`src/assert_macros.svh`:
```
// Assertion macros used by the decoder engine RTL file.
`ifndef ASSERT_MACROS_SVH
`define ASSERT_MACROS_SVH

`ifndef NO_ASSERTIONS

// Concurrent assertion of a whole property, sampled on the rising clock edge.
`define RLETD_ASSERT(lbl, clk, rst_n, prop, msg) \
    lbl: assert property (@(posedge clk) disable iff (!rst_n) prop) else $error(msg);

// Concurrent assertion of a same-cycle implication.
`define RLETD_ASSERT_IMPL(lbl, clk, rst_n, ante, cons, msg) \
    lbl: assert property (@(posedge clk) disable iff (!rst_n) (ante) |-> (cons)) \
        else $error(msg);

`else

`define RLETD_ASSERT(lbl, clk, rst_n, prop, msg)
`define RLETD_ASSERT_IMPL(lbl, clk, rst_n, ante, cons, msg)

`endif

`endif

```
`src/rletd_pkg.sv`:
```
// Types and constants of the run-length table decoder.
package rletd_pkg;

    localparam int unsigned IDX_W     = 24;
    localparam int unsigned WORD_W    = 32;
    localparam int unsigned CFG_IDX_W = 1;

    // Configuration register indexes.
    localparam logic [CFG_IDX_W-1:0] CFG_TOTAL_ENTRIES = 1'd0;
    localparam logic [CFG_IDX_W-1:0] CFG_PAIR_ELEMENTS = 1'd1;

    // Decoder phase: which kind of word is expected next.
    typedef enum logic [2:0] {
        LIT_COUNT,
        LIT_TYPE,
        LIT_VALUE,
        REP_COUNT,
        REP_TYPE,
        REP_VALUE
    } rletd_phase_t;

    typedef struct packed {
        logic [IDX_W-1:0] total_entries;
        logic             pair_elements;
    } rletd_cfg_t;

    typedef struct packed {
        logic signed [WORD_W-1:0] word;
    } rletd_word_t;

    typedef struct packed {
        logic        [IDX_W-1:0]  start_index;
        logic        [IDX_W-1:0]  run_length;
        logic signed [WORD_W-1:0] entry_type;
        logic signed [WORD_W-1:0] entry_value;
        logic                     table_done;
    } rletd_fill_t;

endpackage

```
`src/rletd_engine.sv`:
```
// Decoder state machine: one word per cycle into fills, unless a fill waits.
`include "assert_macros.svh"

module rletd_engine (
    input  logic                         clk,
    input  logic                         rst_n,
    input  rletd_pkg::rletd_cfg_t        cfg,
    input  logic                         item_valid,
    input  logic [rletd_pkg::WORD_W-1:0] item_word,
    input  logic                         out_free,
    output logic                         take,
    output logic                         load,
    output rletd_pkg::rletd_fill_t       result
);
    localparam int unsigned IW = rletd_pkg::IDX_W;
    localparam int unsigned WW = rletd_pkg::WORD_W;

    rletd_pkg::rletd_phase_t phase_reg;
    rletd_pkg::rletd_phase_t phase_next;
    rletd_pkg::rletd_phase_t phase_eff;
    logic [IW-1:0]           run_left_reg;
    logic [IW-1:0]           run_left_next;
    logic [IW-1:0]           next_index_reg;
    logic [IW-1:0]           next_index_next;
    logic [WW-1:0]           held_type_reg;
    logic [WW-1:0]           held_type_next;
    logic [IW-1:0]           held_count_reg;
    logic [IW-1:0]           held_count_next;

    logic [IW-1:0] rl_eff;
    logic [IW-1:0] ni_eff;
    logic [WW-1:0] ht_eff;
    logic [IW-1:0] hc_eff;
    logic          rearm_now;
    logic          active;
    logic [IW-1:0] room;
    logic [IW-1:0] clip;
    logic [IW-1:0] emit_len;
    logic [IW-1:0] emit_sum;
    logic          emit_done;
    logic [IW-1:0] run_left_dec;
    logic          has_result;
    logic          step;

    // A table that is already full (or whose total was lowered) rearms first.
    assign rearm_now = next_index_reg >= cfg.total_entries;
    assign active    = cfg.total_entries != '0;
    assign phase_eff = rearm_now ? rletd_pkg::LIT_COUNT : phase_reg;
    assign rl_eff    = rearm_now ? '0 : run_left_reg;
    assign ni_eff    = rearm_now ? '0 : next_index_reg;
    assign ht_eff    = rearm_now ? '0 : held_type_reg;
    assign hc_eff    = rearm_now ? '0 : held_count_reg;

    // Counts are unsigned and clipped to the entries left in the table.
    assign room = cfg.total_entries - ni_eff;
    assign clip = (item_word < {{(WW - IW){1'b0}}, room}) ? item_word[IW-1:0] : room;

    assign emit_len     = (phase_eff == rletd_pkg::LIT_VALUE) ? IW'(1) : hc_eff;
    assign emit_sum     = ni_eff + emit_len;
    assign emit_done    = emit_sum >= cfg.total_entries;
    assign run_left_dec = (rl_eff != '0) ? rl_eff - IW'(1) : '0;

    assign has_result = active && ((phase_eff == rletd_pkg::LIT_VALUE)
                        || ((phase_eff == rletd_pkg::REP_VALUE) && (hc_eff != '0)));
    assign take = item_valid && (!has_result || out_free);
    assign load = take && has_result;
    assign step = take && active;

    always_comb
    begin
        result.start_index = ni_eff;
        result.run_length  = emit_len;
        result.entry_type  = $signed(ht_eff);
        result.entry_value = $signed(item_word);
        result.table_done  = emit_done;
    end

    // Next phase.
    always_comb
    begin
        phase_next = phase_reg;
        if (step)
        begin
            unique case (phase_eff)
                rletd_pkg::LIT_COUNT:
                begin
                    if (clip == '0)
                        phase_next = rletd_pkg::REP_COUNT;
                    else
                        phase_next = cfg.pair_elements ? rletd_pkg::LIT_TYPE
                                                       : rletd_pkg::LIT_VALUE;
                end
                rletd_pkg::LIT_TYPE:
                begin
                    phase_next = rletd_pkg::LIT_VALUE;
                end
                rletd_pkg::LIT_VALUE:
                begin
                    if (emit_done)
                        phase_next = rletd_pkg::LIT_COUNT;
                    else if (run_left_dec == '0)
                        phase_next = rletd_pkg::REP_COUNT;
                    else
                        phase_next = cfg.pair_elements ? rletd_pkg::LIT_TYPE
                                                       : rletd_pkg::LIT_VALUE;
                end
                rletd_pkg::REP_COUNT:
                begin
                    phase_next = cfg.pair_elements ? rletd_pkg::REP_TYPE
                                                   : rletd_pkg::REP_VALUE;
                end
                rletd_pkg::REP_TYPE:
                begin
                    phase_next = rletd_pkg::REP_VALUE;
                end
                rletd_pkg::REP_VALUE:
                begin
                    phase_next = rletd_pkg::LIT_COUNT;
                end
                default:
                begin
                    phase_next = rletd_pkg::LIT_COUNT;
                end
            endcase
        end
    end

    // Counters and held element fields.
    always_comb
    begin
        run_left_next   = run_left_reg;
        next_index_next = next_index_reg;
        held_type_next  = held_type_reg;
        held_count_next = held_count_reg;
        if (step)
        begin
            run_left_next   = rl_eff;
            next_index_next = ni_eff;
            held_type_next  = ht_eff;
            held_count_next = hc_eff;
            unique case (phase_eff)
                rletd_pkg::LIT_COUNT:
                begin
                    run_left_next  = clip;
                    held_type_next = '0;
                end
                rletd_pkg::LIT_TYPE:
                begin
                    held_type_next = item_word;
                end
                rletd_pkg::LIT_VALUE:
                begin
                    held_type_next = '0;
                    if (emit_done)
                    begin
                        run_left_next   = '0;
                        next_index_next = '0;
                        held_count_next = '0;
                    end
                    else
                    begin
                        run_left_next   = run_left_dec;
                        next_index_next = emit_sum;
                    end
                end
                rletd_pkg::REP_COUNT:
                begin
                    held_count_next = clip;
                    held_type_next  = '0;
                end
                rletd_pkg::REP_TYPE:
                begin
                    held_type_next = item_word;
                end
                rletd_pkg::REP_VALUE:
                begin
                    held_type_next = '0;
                    if (hc_eff != '0)
                    begin
                        held_count_next = '0;
                        if (emit_done)
                        begin
                            run_left_next   = '0;
                            next_index_next = '0;
                        end
                        else
                        begin
                            next_index_next = emit_sum;
                        end
                    end
                end
                default:
                begin
                    run_left_next   = '0;
                    next_index_next = '0;
                    held_type_next  = '0;
                    held_count_next = '0;
                end
            endcase
        end
    end

    always_ff @(posedge clk or negedge rst_n)
    begin
        if (!rst_n)
        begin
            phase_reg      <= rletd_pkg::LIT_COUNT;
            run_left_reg   <= '0;
            next_index_reg <= '0;
            held_type_reg  <= '0;
            held_count_reg <= '0;
        end
        else
        begin
            phase_reg      <= phase_next;
            run_left_reg   <= run_left_next;
            next_index_reg <= next_index_next;
            held_type_reg  <= held_type_next;
            held_count_reg <= held_count_next;
        end
    end

    `RLETD_ASSERT_IMPL(a_load_takes, clk, rst_n, load, take, "result loaded without taking a word")
    `RLETD_ASSERT_IMPL(a_lit_run_left, clk, rst_n,
        (phase_reg == rletd_pkg::LIT_TYPE) || (phase_reg == rletd_pkg::LIT_VALUE),
        run_left_reg != '0, "literal element pending with no elements left")
    `RLETD_ASSERT_IMPL(a_len_nonzero, clk, rst_n, load, result.run_length != '0,
        "fill of zero length")
    `RLETD_ASSERT_IMPL(a_zero_total, clk, rst_n, cfg.total_entries == '0, !load,
        "fill produced with zero total")
    `RLETD_ASSERT(a_done_rearms, clk, rst_n, load && result.table_done |=> next_index_reg == '0,
        "table did not rearm after its last fill")
endmodule

```
`config.mk`:
```
export PLATFORM = sky130hd
export DESIGN_NAME = rletd_engine
export DESIGN_NICKNAME = d
export VERILOG_FILES = /design/src/rletd_pkg.sv /design/src/rletd_engine.sv
export VERILOG_INCLUDE_DIRS = /design/src /design/src/src
export SDC_FILE = /design/constraint.sdc
export NUM_CORES = 1
export LEC_CHECK = 0
export BUFFER_PORTS_ARGS = -buffer_cell sky130_fd_sc_hd__buf_2
export CAP_MARGIN = 20
export CORE_AREA = 5 5 126 158
export CTS_CLUSTER_DIAMETER = 30
export CTS_CLUSTER_SIZE = 30
export DETAILED_ROUTE_END_ITERATION = 16
export DIE_AREA = 0 0 131 163
export GPL_TIMING_DRIVEN = 0
export PLACE_DENSITY = 0.86
export SETUP_SLACK_MARGIN = 0.02
export SLEW_MARGIN = 20
export SYNTH_ARGS = -nofsm -noshare
export SYNTH_HDL_FRONTEND = slang
export SYNTH_SLANG_ARGS = --single-unit
```
`constraint.sdc`:
```
create_clock -name clk -period 16.6 [get_ports clk]
set_input_delay 1.66 -clock clk [delete_from_list [all_inputs] [get_ports clk]]
set_output_delay 1.66 -clock clk [all_outputs]
set_load 0.02 [all_outputs]
```
# == Word level (Yosys, flattened, before mapping) ==
# Index checks and enable logic that the tools add are counted.
# op_classes
addsub,3
magnitude_cmp,3
n_eq_ne,5
n_mux,25
reduce_logical,18
# op_table
operator,count
$mux 24,13
$pmux 24 s4,2
$pmux 24 s3,1
$reduce_bool 24->1,3
$mux 32,2
$ge 24x24->1,2
$logic_not 24->1,2
$lt 32x24->1,1
$add 24x24->24,1
$sub 24x1->24 const B,1
$sub 24x24->24,1
$pmux 3 s5,1
$mux 2,4
$eq 3x2->1 const B,2
$eq 3x3->1 const B,2
$reduce_or 3->1,2
$logic_and 1x1->1,5
$reduce_or 4->1,1
$eq 3x1->1 const B,1
$logic_not 3->1,1
$mux 3,1
$logic_or 1x1->1,2
$reduce_or 2->1,1
$logic_not 1->1,1
$mux 1,1
# totals
regBits,107
in_bits,61
output_inout_bits,115
word_cells,59

# == Depth between registers and ports, before layout ==
# logic_depth
depth_word,10
mapped_depth,36
depth_no_buf,32

# == Least setup slack after synthesis ==
# OpenSTA, ideal clock, no wires.
# synth_timing
path_type,in2out
start,input cfg[18] (netlist name)
end,output result[0] (netlist name)
t_arrival_ns,7.799
required_time_ns,14.940
path_slack_ns,7.141
path_stages,32
n_path_buf,4
path_cell_list,inv_1 ha_1 a21o_1 a21o_1 a221oi_1 o221ai_1 a21o_1 buf_2 clkbuf_1 buf_4 a21oi_1 ha_1 inv_1 fa_1 nor2b_1 o21ai_0 a21oi_1 o211ai_1 a21boi_1 nor3_1 o31ai_1 a2111oi_0 a311o_1 ha_1 a21o_1 a21o_1 a21oi_1 o21ai_1 or3_1 o21ai_4 inv_2 buf_4
# synth_lines
element,line_no,rtl
from (decl),rletd_engine.sv:7,"input rletd_pkg::rletd_cfg_t cfg,"
to (decl),rletd_engine.sv:13,output rletd_pkg::rletd_fill_t result

# == Worst setup path in the final report ==
# layout_timing
start,input cfg[12] (netlist name)
end,output result[0] (netlist name)
# layout_via
elab_chain_len,6
word_cells_on_any_way,8
# layout_lines
element,line_no,rtl
$ge 24x24->1,rletd_engine.sv:46,assign rearm_now = next_index_reg >= cfg.total_entries;
$mux 3,rletd_engine.sv:48,assign phase_eff = rearm_now ? rletd_pkg::LIT_COUNT : phase_reg;
$eq 3x2->1,rletd_engine.sv:58,assign emit_len = (phase_eff == rletd_pkg::LIT_VALUE) ? IW'(1) : hc_eff;
$mux 24,rletd_engine.sv:58,
$add 24x24->24,rletd_engine.sv:59,assign emit_sum = ni_eff + emit_len;
$ge 24x24->1 (*),rletd_engine.sv:60,assign emit_done = emit_sum >= cfg.total_entries;
# Every way passes the cells marked *; elsewhere a longest branch is shown, timed or not.

==> out/qor.yml <==
worst_setup_path:
  reg2reg_slack_ns: 6.76
  crit_fanout: 10
  crit_required_ns: 14.94
  cp-start-kind: "primary input"
  endpoint_kind: "output pin"
  slowest_delay_ns: 0.56
  cpMostUsedCell: "buf_2"
  crit_type: "in2out"
  cpMaxStageDelayCell: "clkbuf_1"
  crit_arrival_ns: 10.25
cts:
  post_cts_resized: 0
  h-tree-depth: 3
  cts_sinks: 107
  holdBufCountCts: 0
  clockBufferDepth: 2
  post_cts_buffers: 0
  clk_pin_slew_worst_paths_ns: 0.08
  cts_made_buffers: 9
  clock-root-buffer: "clkbuf_16"
  clock_latency_ns: 0.37
  cts_tree: "done"
synthesis:
  async_flop_share: 1.00
  yosysTopAreaCell: "dfrtp_1"
  syn_nets: 1539
  ys_seq_area_frac: 0.251
  synth_cells: 1356
  synth_top_area_share: 0.251
  ys_types: 88
  ys_ff_latch: 107
  yosys_warnings: 0
  synth-edff-count: 0
  synthTopCellsByArea: "dfrtp_1 25%, ha_1 14%, nand2_1 6.7%"
  ys.flop_type: "dfrtp_1"
  avgSynthCellArea_sq_um: 7.88
  synthesis.area_sq_mm: 0.0107
timing:
  post-route-period-util: 0.717
  max_freq_ghz: 0.0840
  finalHoldViolCount: 0
  fin_worst_skew_ns: 0.0107
  slew_headroom: 0.229
  rsz0062_at_grt: "false"
  hold_slack_ns: 0.464
  worstMarginPinSlew_ns: 1.15
  min_period_ns: 11.91
  slew_viol_final: 0
  finalSetupViolCount: 0
  tns_ns: 0
power_and_ir_drop:
  pwr-share-seq: 0.183
  p_total_mw: 2.38
  p_switching_mw: 1.31
  clkPwrFrac: 0.098
  vdd_drop_max_mv: 0.0959
  p_comb_frac: 0.719
  power.leakage_nw: 6.43
  internal_power_mw: 1.08
  sw_frac_of_total: 0.548
  power_density_mw_per_mm2: 196
finish:
  syn2layout_area_growth_pct: 14.1
  regArea_sq_mm: 0.00268
  nNetsFinal: 1726
  drive_above_1_share: 0.180
  layout_common_cells: "190 x nand2_1, 189 x buf_2, 120 x ha_1"
  final_util: 0.664
  layout_commonest_cell: "nand2_1"
  fill_cells: 1644
  multi_input_area_sq_mm: 0.00713
  largest_reg_flops: 32
floorplanning:
  core-area_sq_mm: 0.0184
  ios: 176
  rows: 56
  dieHeight_um: 163
  die_w_um: 131
  dieArea_sq_mm: 0.0214
  initial_utilization: 0.582
routing:
  wirelength_um: 38500
  route.vias.total: 11500
  dr.pass1.iters: 6
  first_iter_violations: 1256
  ant_nets: 0
  wire_per_inst_um: 21.6
  drc: 0
  viasPerCell: 6.46
status:
  status: "completed"
job:
  cap_violations: 0
min_path:
  worstHoldPathType: "reg2reg"
place:
  port_buffers: 175
  place.gp.congestion: 0.999
  hpwl_um: 30700
grt:
  grt.overflow.total: 0
  track_usage: 0.359
  grt_pass1_wl_um: 59600
  antenna_found_initial: 1
  grt_pass1_vias: 11100
  grt_max_degree: 72
-- routing by layer --
metal  track usage  share of wire  vias to the layer above  wire, um
li1              -              -                     5269         -
met2         0.593           0.47                      668     18200
met1         0.433           0.37                     5400     14300
met4         0.211          0.069                        0      2670
met3        0.0610          0.087                      174      3360
met5             0              0                        -         0
-- metrics by stage --
stage / cell area, sq um / worst slack [ns] / cells
after global placement: 11800 / 5.02 / 1763
after CTS: 12200 / 4.91 / 1780
after global routing: 12200 / 4.37 / 1781
after floorplan: 10700 / 7.14 / 1356
after detailed placement: 11900 / 4.95 / 1764
final: 12200 / 4.69 / 1781
-- critical path, delay by kind of cell --
family                   cells  cell delay (ns)
AND/OR/NAND/NOR              4             0.97
AO/OA/AOI/OAI               17             4.29
adder cells (fa/ha/maj)      3             1.04
buffers and inverters        9             2.25
-- cell type report --
class / instances / share of cell area
well taps: 232 / 0.0238
clock inverters: 6 / 0.00596
plain buffers: 97 / 0.0437
diodes: 1 / 0.000205
repair buffers: 176 / 0.0747
multi-input cells: 1062 / 0.585
flip-flops and latches: 107 / 0.220
clock buffers: 10 / 0.0188
inverters: 90 / 0.0277
-- worst paths after layout --
| kind | startpoint | endpoint | cells past startpoint |
|---|---|---|---|
| max | cfg[12] | result[0] | 33 |
| min | held_type_reg[3] | held_type_reg[3] | 2 |
| max reg2reg | next_index_reg[9] | run_left_reg[23] | 34 |
| min reg2reg | held_type_reg[3] | held_type_reg[3] | 2 |
| max in group asynchronous | rst_n | run_left_reg[17] | 2 |
| min in group asynchronous | rst_n | held_type_reg[8] | 1 |
-- cell usage after synthesis, types with 4 or more instances --
cell,count
a2111oi_0,5
a211o_1,4
a211oi_1,11
a21boi_0,4
a21o_1,28
a21oi_1,61
a22o_1,26
a22oi_1,19
a311oi_1,4
a31oi_1,9
and2_1,37
and3_1,27
buf_1,7
buf_2,15
buf_4,36
clkbuf_1,37
dfrtp_1,107
ha_1,120
inv_1,88
mux2_2,5
mux2i_1,5
nand2_1,190
nand2b_1,9
nand3_1,52
nand4_1,22
nor2_1,74
nor2b_1,10
nor3_1,19
nor4_1,26
o211ai_1,9
o21a_1,16
o21ai_0,80
o21ai_1,18
o22ai_1,22
o31ai_1,13
o32ai_1,4
or2_2,7
or3_1,8
or4_1,5
xnor2_1,24
xor2_1,22
-- kinds of logic after synthesis --
kind of cell	after synthesis	share of synthesized area
flops	107	0.251
xor+xnor	47	0.0392
buf+inv	187	0.0815
compound gates	379	0.243
simple gates	504	0.231
fa+ha+maj	122	0.144
mux	10	0.00996
-- power groups by stage --
stage,sequential (mW),combinational [mW],clock [mW]
after floorplan,0.412,1.17,0
after global routing,0.448,1.85,0.243
final,0.437,1.71,0.233
after detailed placement,0.438,1.66,0
after CTS,0.433,1.67,0.231
after global placement,0.433,1.62,0
Note: power is estimated with default switching activity, not from simulation.
